==> src/utf8_codepoint_decoder_macros.svh <==
// Assertion macros for the UTF-8 code point decoder.
// Used by the top level only; no other dependencies.
`ifndef UTF8_CODEPOINT_DECODER_MACROS_SVH
`define UTF8_CODEPOINT_DECODER_MACROS_SVH

// Check that a condition implies a consequence in the same cycle
`define UCD_ASSERT_SAME(label, clk, rst, cond, cons) \
  label: assert property (@(posedge clk) disable iff (rst) (cond) |-> (cons)) \
    else $error("ucd assertion failed");

// Check that a condition implies a consequence in the next cycle
`define UCD_ASSERT_NEXT(label, clk, rst, cond, cons) \
  label: assert property (@(posedge clk) disable iff (rst) (cond) |=> (cons)) \
    else $error("ucd assertion failed");

`endif

==> src/ucd_pkg.sv <==
// Shared types and constants for the UTF-8 code point decoder.
// No dependencies; imported by ucd_step and utf8_codepoint_decoder.
package ucd_pkg;

  localparam int unsigned ByteW  = 8;
  localparam int unsigned CpW    = 21;
  localparam int unsigned OwedW  = 2;
  localparam int unsigned OutDataW = ((CpW + 7) / 8) * 8;

  // Lead byte patterns and masks
  localparam logic [ByteW-1:0] ASCII_MASK  = 8'b1000_0000;
  localparam logic [ByteW-1:0] LEAD2_MASK  = 8'b1110_0000;
  localparam logic [ByteW-1:0] LEAD2_CODE  = 8'b1100_0000;
  localparam logic [ByteW-1:0] LEAD3_MASK  = 8'b1111_0000;
  localparam logic [ByteW-1:0] LEAD3_CODE  = 8'b1110_0000;
  localparam logic [ByteW-1:0] CONT_BITS   = 8'b0011_1111;
  localparam logic [ByteW-1:0] LEAD2_BITS  = 8'b0001_1111;
  localparam logic [ByteW-1:0] LEAD3_BITS  = 8'b0000_1111;
  localparam logic [ByteW-1:0] LEAD4_BITS  = 8'b0000_0111;

  // Continuation bytes still expected
  localparam logic [OwedW-1:0] OWED_NONE  = 2'd0;
  localparam logic [OwedW-1:0] OWED_ONE   = 2'd1;
  localparam logic [OwedW-1:0] OWED_TWO   = 2'd2;
  localparam logic [OwedW-1:0] OWED_THREE = 2'd3;

  // Result status codes
  localparam logic STATUS_OK        = 1'b0;
  localparam logic STATUS_TRUNCATED = 1'b1;

  typedef struct packed {
    logic [CpW-1:0]   partial_value;
    logic [OwedW-1:0] bytes_owed;
  } dec_state_t;

  typedef struct packed {
    logic           emit;
    logic [CpW-1:0] code_point;
    logic           status;
  } dec_result_t;

endpackage

==> src/ucd_step.sv <==
// Next-state and result logic for one byte of the UTF-8 decoder.
// Depends on ucd_pkg.
module ucd_step
  import ucd_pkg::*;
(
  input  logic [ByteW-1:0] data_byte,
  input  logic             end_of_string,
  input  dec_state_t       state,
  output dec_state_t       state_next,
  output dec_result_t      result
);

  logic [CpW-1:0]   shifted;
  logic [OwedW-1:0] owed_dec;

  assign shifted  = {state.partial_value[CpW-7:0], data_byte[5:0]};
  assign owed_dec = state.bytes_owed - OWED_ONE;

  always_comb begin
    state_next        = state;
    result.emit       = 1'b0;
    result.code_point = '0;
    result.status     = STATUS_OK;

    if (state.bytes_owed == OWED_NONE) begin
      // Decode the lead byte
      if ((data_byte & ASCII_MASK) == '0) begin
        state_next.partial_value = '0;
        result.emit              = 1'b1;
        result.code_point        = {{(CpW-ByteW){1'b0}}, data_byte};
      end else if ((data_byte & LEAD2_MASK) == LEAD2_CODE) begin
        state_next.partial_value = {{(CpW-ByteW){1'b0}}, data_byte & LEAD2_BITS};
        state_next.bytes_owed    = OWED_ONE;
      end else if ((data_byte & LEAD3_MASK) == LEAD3_CODE) begin
        state_next.partial_value = {{(CpW-ByteW){1'b0}}, data_byte & LEAD3_BITS};
        state_next.bytes_owed    = OWED_TWO;
      end else begin
        // Stray continuation and 11111xxx both count as a 4-byte lead
        state_next.partial_value = {{(CpW-ByteW){1'b0}}, data_byte & LEAD4_BITS};
        state_next.bytes_owed    = OWED_THREE;
      end
    end else begin
      // Shift in six payload bits of a continuation byte
      state_next.partial_value = shifted;
      state_next.bytes_owed    = owed_dec;
      if (owed_dec == OWED_NONE) begin
        state_next.partial_value = '0;
        result.emit              = 1'b1;
        result.code_point        = shifted;
      end
    end

    // String ended mid-sequence: report truncation and go idle
    if (!result.emit && end_of_string) begin
      state_next.partial_value = '0;
      state_next.bytes_owed    = OWED_NONE;
      result.emit              = 1'b1;
      result.code_point        = '0;
      result.status            = STATUS_TRUNCATED;
    end
  end

endmodule

==> src/utf8_codepoint_decoder.sv <==
// UTF-8 code point decoder top level: state register, result register, skid stage.
// Depends on ucd_pkg, ucd_step and utf8_codepoint_decoder_macros.svh.
//
// Usage:
//   Input stream s_axis carries one string byte per transfer in tdata, with
//   tlast on the string's last byte. Output stream m_axis carries one decoded
//   code point per transfer in tdata and a status bit in tuser (0 complete,
//   1 sequence cut short by the end of the string; code point then zero).
//   A byte is taken every cycle while s_axis_tready is high: 1 byte/cycle.
//   A byte that completes a sequence (or ends a string mid-sequence) has its
//   result taken into the output register, or into the skid register on a stall.
//   Other bytes only update the partial code point and the count of
//   continuation bytes still owed; they produce no transfer.
//   When the receiver stalls, results collect in the output register and
//   one skid register; s_axis_tready drops only while the skid register is
//   full, and it is a register output, so no path runs from m_axis_tready
//   to s_axis_tready.
//   Reset (rst, synchronous, active high) clears the partial value, the owed
//   count and the valid flags of both result registers.
`include "utf8_codepoint_decoder_macros.svh"

module utf8_codepoint_decoder
  import ucd_pkg::*;
(
  input  logic                clk,
  input  logic                rst,
  input  logic                s_axis_tvalid,
  output logic                s_axis_tready,
  input  logic [ByteW-1:0]    s_axis_tdata,   // [7:0] data_byte
  input  logic                s_axis_tlast,   // end_of_string
  output logic                m_axis_tvalid,
  input  logic                m_axis_tready,
  output logic [OutDataW-1:0] m_axis_tdata,   // [20:0] code_point, upper bits zero
  output logic                m_axis_tuser    // status
);

  dec_state_t  state;
  dec_state_t  state_next;
  dec_result_t step_result;

  logic           out_valid;
  logic [CpW-1:0] out_code_point;
  logic           out_status;
  logic           skid_valid;
  logic [CpW-1:0] skid_code_point;
  logic           skid_status;

  logic in_xfer;
  logic out_xfer;
  logic new_result;

  assign in_xfer    = s_axis_tvalid && s_axis_tready;
  assign out_xfer   = out_valid && m_axis_tready;
  assign new_result = in_xfer && step_result.emit;

  ucd_step u_step (
    .data_byte     (s_axis_tdata),
    .end_of_string (s_axis_tlast),
    .state         (state),
    .state_next    (state_next),
    .result        (step_result)
  );

  // Advance decoder state on each input transfer
  always_ff @(posedge clk) begin
    if (rst) begin
      state <= '0;
    end else if (in_xfer) begin
      state <= state_next;
    end
  end

  // Output register fed by the skid register first, then the new result
  always_ff @(posedge clk) begin
    if (rst) begin
      out_valid  <= 1'b0;
      skid_valid <= 1'b0;
    end else begin
      if (!out_valid || out_xfer) begin
        if (skid_valid) begin
          out_valid  <= 1'b1;
          skid_valid <= new_result;
        end else begin
          out_valid  <= new_result;
        end
      end else if (new_result) begin
        skid_valid <= 1'b1;
      end
    end
  end

  // Payload registers
  always_ff @(posedge clk) begin
    if (!out_valid || out_xfer) begin
      if (skid_valid) begin
        out_code_point <= skid_code_point;
        out_status     <= skid_status;
      end else if (new_result) begin
        out_code_point <= step_result.code_point;
        out_status     <= step_result.status;
      end
    end
    if (new_result && (skid_valid || (out_valid && !out_xfer))) begin
      skid_code_point <= step_result.code_point;
      skid_status     <= step_result.status;
    end
  end

  assign s_axis_tready = !skid_valid;
  assign m_axis_tvalid = out_valid;
  assign m_axis_tdata  = {{(OutDataW-CpW){1'b0}}, out_code_point};
  assign m_axis_tuser  = out_status;

  // Assertions
  `UCD_ASSERT_SAME(a_skid_behind_out, clk, rst, skid_valid, out_valid)
  `UCD_ASSERT_SAME(a_trunc_zero_cp, clk, rst, out_valid && out_status, out_code_point == '0)
  `UCD_ASSERT_NEXT(a_last_clears_owed, clk, rst, in_xfer && s_axis_tlast,
                   state.bytes_owed == OWED_NONE)
  `UCD_ASSERT_NEXT(a_stall_keeps_skid, clk, rst, skid_valid && !out_xfer, skid_valid)

endmodule
==> config.mk <==
export PLATFORM = sky130hd
export DESIGN_NAME = utf8_codepoint_decoder
export DESIGN_NICKNAME = d
export VERILOG_FILES = /design/src/ucd_pkg.sv /design/src/ucd_step.sv /design/src/utf8_codepoint_decoder.sv
export VERILOG_INCLUDE_DIRS = /design/src /design/src/src
export SDC_FILE = /design/constraint.sdc
export NUM_CORES = 1
export LEC_CHECK = 0
export BUFFER_PORTS_ARGS = -buffer_cell sky130_fd_sc_hd__buf_2
export CAP_MARGIN = 0
export CORE_MARGIN = 2
export CORE_UTILIZATION = 35
export CTS_BUF_LIST = sky130_fd_sc_hd__clkbuf_16
export CTS_CLUSTER_DIAMETER = 100
export DETAILED_ROUTE_END_ITERATION = 7
export PLACE_DENSITY = 0.57
export SYNTH_ARGS = -nofsm -noshare
export SYNTH_HDL_FRONTEND = slang
export SYNTH_HIERARCHICAL = 1
export SYNTH_SLANG_ARGS = --single-unit
==> constraint.sdc <==
create_clock -name clk -period 4.2 [get_ports clk]
set_input_delay 0.42 -clock clk [delete_from_list [all_inputs] [get_ports clk]]
set_output_delay 0.42 -clock clk [all_outputs]
set_load 0.005 [all_outputs]
==> metrics.txt, run 1 <==
drt first pass iters 4; Root Buffer clkbuf_16; Worst Tran Pin Value 1.20 ns; Congestion Overflow GR 0; Final Net Count 265; total power 1.40 mW; DR WL/cell 12.9 um; r2r worst-path depth 3; CP max FO 27; Die Width 92.8 um; DRT antenna net count 0; Resize count post-CTS 0; most frequent cells in the layout edfxtp_1 (44), nand2_1 (37), buf_2 (36); Crit. path cell count 2; HP Class input port to register; Power Dens Cells 435 nW/um^2; proportion of layout cells with a drive suffix above 1 0.354; CTS max path bufs 2; vias in the first global route 1598; cts bufs inserted 9; Skew-Pair Late Insertion Delay 0.32 ns; crit-path max cell delay 1.12 ns; most common cell after layout, fill and taps aside edfxtp_1; Crit-path slowest cell dfxtp_1; Final Wtd Congestion 0.774; Starting Density 0.359; Max Clock Freq 446 MHz; Row Count 32; # DRC 0; Leakage 1.23 nW; Die ar. 8620 sq um; crit path time final 2.24 ns; CTS tree done; via count 1613; Vias/cell 4.49; setup repair bufs after CTS 0; Rel. slew slack 0.198; crit-path cells inv_1 -> buf_2; Pins Over Slew Limit 0; Detailed Route Iter0 Violations 60; Top delay family on crit path flip-flops; area grow syn2layout 16.6%; WHS Path Cells 2; CTS hold repair buffers 0; VDD IR-drop max 202 uV; first-pass GRT wire length 7780 um; Mapped Cells 219; crit path kind register to output port; H-tree depth 3; CP startpoint kind register; # setup viols final 0; flop2flop setup slack 2.10 ns; max_cap viols 0; average size of a mapped cell 12.6 sq um; Worst Hold Path EP skid_code_point[1]; Port Buffers 36; unrepaired setup endpoints after global routing no; hold path start s_axis_tdata[1]; Synth Warn # 6; clock slew at reported path FFs 0.05 ns; total core area 7690 sq um; Worst Setup End Kind output port; reg-to-reg startpoint skid_valid; synthesized cell area 2760 sq um; Tcrit/Tclk final 0.533; Worst Path Required 3.78 ns; routed wire length 4640 um; largest net degree at the start of global routing 28; Worst Skew 0.00609 ns; # IOs 40; Critical Path AT 1.82 ns; CP bufs+invs 2; status finished, final reports clean; Setup TNS 0 ns; die height 92.8 um; detailed placement HPWL 3010 um; initial antenna violation count 0; Diodes inserted 0; Hold Violations, Final 0; Clock Sinks 63; gr usage total 0.119; r2r endpoint out_code_point[6]
registers in the layout, summed over array words and instances, names as in the netlist:
register	count
state	17
skid_valid	1
skid_status	1
skid_code_point	21
m_axis_tvalid	1
out_code_point	21
m_axis_tuser	1
worst register-to-register path, stage by stage (launching register included):
cell and delay [ns]:
dfxtp_1 1.12, inv_1 0.19, a21boi_2 0.17, buf_4 0.30
layer usage:
| layer | part of all wire | global-route usage |
|---|---|---|
| met1 | 0.50 | 0.158 |
| met4 | 0.012 | 0.0735 |
| met3 | 0.038 | 0.0236 |
| met2 | 0.45 | 0.179 |
| met5 | 0 | 0 |
stage by stage:
| step | area, sq um | cells | setup slack (ns) | hold WS (ns) | utilization |
|---|---|---|---|---|---|
| after floorplan | 2770 | 221 | 1.14 | 0.432 | - |
| after global placement | 2970 | 343 | 2.10 | 0.439 | 0.386 |
| after detailed placement | 2970 | 343 | 2.04 | 0.444 | 0.386 |
| after CTS | 3220 | 359 | 1.93 | 0.424 | 0.419 |
| after global routing | 3220 | 359 | 1.78 | 0.429 | 0.419 |
| final | 3220 | 359 | 1.96 | 0.429 | 0.419 |
area by class of cell:
| type | instances | area, sq um |
|---|---|---|
| clock inverters | 7 | 30.0 |
| fillers | 749 | 4470 |
| multi-input cells | 138 | 933 |
| clock buffers | 9 | 225 |
| well taps | 102 | 128 |
| repair buffers | 38 | 195 |
| inverters | 2 | 7.51 |
| flip-flops and latches | 63 | 1700 |
worst max-delay path by stage:
stage | slack, ns | end | from
5_1_grt | 1.78 | s_axis_tready | skid_valid
6_report | 1.96 | s_axis_tready | skid_valid
4_1_cts | 1.93 | s_axis_tready | skid_valid
3_5_place_dp | 2.04 | skid_code_point[6] | s_axis_tdata[7]
2_1_floorplan | 1.14 | m_axis_tuser | s_axis_tdata[7]
3_3_place_gp | 2.10 | skid_code_point[6] | s_axis_tdata[7]
power by group:
group	leakage (nW)	switching (mW)	internal (mW)	total (mW)
Combinational	0.503	0.0476	0.0351	0.0827
Clock	0.144	0.238	0.386	0.624
Sequential	0.579	0.00771	0.687	0.694
Note: power is estimated with default switching activity, not from simulation.
==> inputs of run 2 (changes only) <==
clock period = 2.1 ns   (was 4.2 ns; I/O delays follow)
==> run 2 against run 1 <==
  * Flip-flop and latch count stayed put
  * Clock power increased to 2.5 times the previous value
  * Global-route usage rose by 0.58 points
  * Via count up 3.8%
  * Worst setup slack got worse by 1.5 ns
  * Hold slack got worse by 0.21 ns
  * Count of clock-buffer cells in the layout unchanged
  * Critical path type is now register to register
  * Critical endpoint is now skid_code_point[5]
==> metrics.txt, run 2 (same netlist as run 1, synthesis figures left out) <==
status finished, final reports clean; CP max FO 14 (-48%); Congestion Overflow GR 0 (unchanged); Detailed Route Iter0 Violations 84 (+40%); Tcrit/Tclk final 0.792; CTS tree done; Port Buffers 36 (unchanged); # setup viols final 0 (unchanged); Vias/cell 4.60 (+2.4%); biggest regs out_code_point (21), skid_code_point (21), state (17); fill count 754 (+0.67%); CTS hold repair buffers 0 (unchanged); HP Class input port to register; max_cap viols 0 (unchanged); Leakage 1.26 nW (+2.6%); total power 3.13 mW (+120%); Worst Skew 0.00544 ns (-0.000644 ns); reg-to-reg startpoint state[0]; cts bufs inserted 9 (unchanged); detailed placement HPWL 3320 um (+10%); Final Wtd Congestion 0.777 (+0.48%); Psw 648 uW (+120%); first-pass GRT wire length 8040 um (+3.3%); flop2flop setup slack 0.44 ns (-1.66 ns); Final Non-Filler Cells 364 (+1.4%); most frequent cells in the layout edfxtp_1 (44), nand2_1 (37), buf_2 (36); Setup TNS 0 ns (unchanged); largest net degree at the start of global routing 20 (-29%); vias in the first global route 1572 (-1.6%); Clock Sinks 63 (unchanged); sequential share of power 0.442 (-0.053); Diodes inserted 0 (unchanged); Internal Power 2.49 mW (+120%); # DRC 0 (unchanged); Worst Setup End Kind register; # IOs 40 (unchanged); Min Hold Slack 0.216 ns (-0.213 ns); WHS Path Cells 2 (unchanged); Worst Path Required 2.12 ns (-1.66 ns); Max Clock Freq 601 MHz; gr usage total 0.125 (+0.00578); Skew-Pair Late Insertion Delay 0.33 ns (about the same); hold path start s_axis_tdata[1]; routed wire length 4900 um (+5.8%); Critical Path AT 1.68 ns (-0.14 ns); unrepaired setup endpoints after global routing no; VDD IR-drop max 405 uV (+100%); H-tree depth 3 (unchanged); Resize count post-CTS 0 (unchanged); Pins Over Slew Limit 0 (unchanged); r2r endpoint skid_code_point[5]; DRT antenna net count 0 (unchanged); Starting Density 0.359 (unchanged); r2r worst-path depth 6 (+3); crit path kind register to register; Root Buffer clkbuf_16; Row Count 32 (unchanged); Clk pwr share 0.501 (+0.056); setup repair bufs after CTS 0 (unchanged); Sw Share 0.207 (-0.00279); Final Net Count 270 (+1.9%); total core area 7690 sq um (unchanged); drt first pass iters 4 (unchanged); clock slew at reported path FFs 0.05 ns (about the same); Die Width 92.8 um (unchanged); DR WL/cell 13.5 um (+4.3%); initial antenna violation count 0 (unchanged); Logic pwr share 0.057 (-0.002); via count 1674 (+3.8%); Worst Hold Path EP skid_code_point[1]; Power Dens Cells 941 nW/um^2 (+120%); area grow syn2layout 20.7%; most common cell after layout, fill and taps aside edfxtp_1; Die ar. 8620 sq um (unchanged); proportion of layout cells with a drive suffix above 1 0.382 (+0.0276); die height 92.8 um (unchanged); Placed Cells 348 (+1.5%); crit path time final 1.66 ns; CP startpoint kind register; Hold Violations, Final 0 (unchanged); CTS max path bufs 2 (unchanged)
[run 2: final cells by class]
class                   instances  area [sq um]  share of cell area
clock buffers                   9           225              0.0676
repair buffers                 43           233              0.0698
inverters                       2          7.51             0.00225
flip-flops and latches         63          1700               0.511
well taps                     102           128              0.0383
clock inverters                 7          97.6              0.0293
multi-input cells             138           940               0.282
[run 2: worst max path at each step]
| stage | to | slack, ns | start | depth (start not counted) |
|---|---|---|---|---|
| after floorplan | m_axis_tuser | 0.07 | state[0] | 6 |
| after global placement | skid_code_point[10] | 0.51 | state[0] | 6 |
| after detailed placement | skid_code_point[19] | 0.46 | state[0] | 6 |
| after CTS | skid_code_point[4] | 0.44 | state[0] | 6 |
| after global routing | skid_code_point[4] | 0.30 | state[0] | 6 |
| final | skid_code_point[5] | 0.44 | state[0] | 6 |
[run 2: stage by stage]
stage          setup WS (ns)   util  cell area [sq um]
6_report               0.436  0.433               3330
5_1_grt                0.302  0.433               3330
4_1_cts                0.440  0.433               3330
3_5_place_dp           0.457  0.391               3010
3_3_place_gp           0.510  0.391               3010
2_1_floorplan         0.0715      -               2780
[run 2: critical path: stages, from the launching register on]
cell,delay [ns]
dfxtp_1,0.48
nor2b_4,0.08
nor2_2,0.09
or2_1,0.14
nand2_1,0.12
nor3_4,0.19
buf_4,0.25
[run 2: per-layer routing]
metal,share of wire,routed length [um],vias up,track usage
met5,0,0,-,0
met4,0.020,99,0,0.0735
met3,0.049,241,8,0.0358
met2,0.45,2200,44,0.176
met1,0.48,2370,792,0.170
li1,-,-,830,-
[run 2: power by group through the flow]
stage | Combinational [mW] | Sequential, mW | Clock, mW
5_1_grt | 0.199 | 1.39 | 1.66
2_1_floorplan | 0.117 | 1.41 | 0
3_5_place_dp | 0.183 | 1.41 | 0
4_1_cts | 0.184 | 1.38 | 1.60
3_3_place_gp | 0.181 | 1.41 | 0
6_report | 0.179 | 1.38 | 1.57
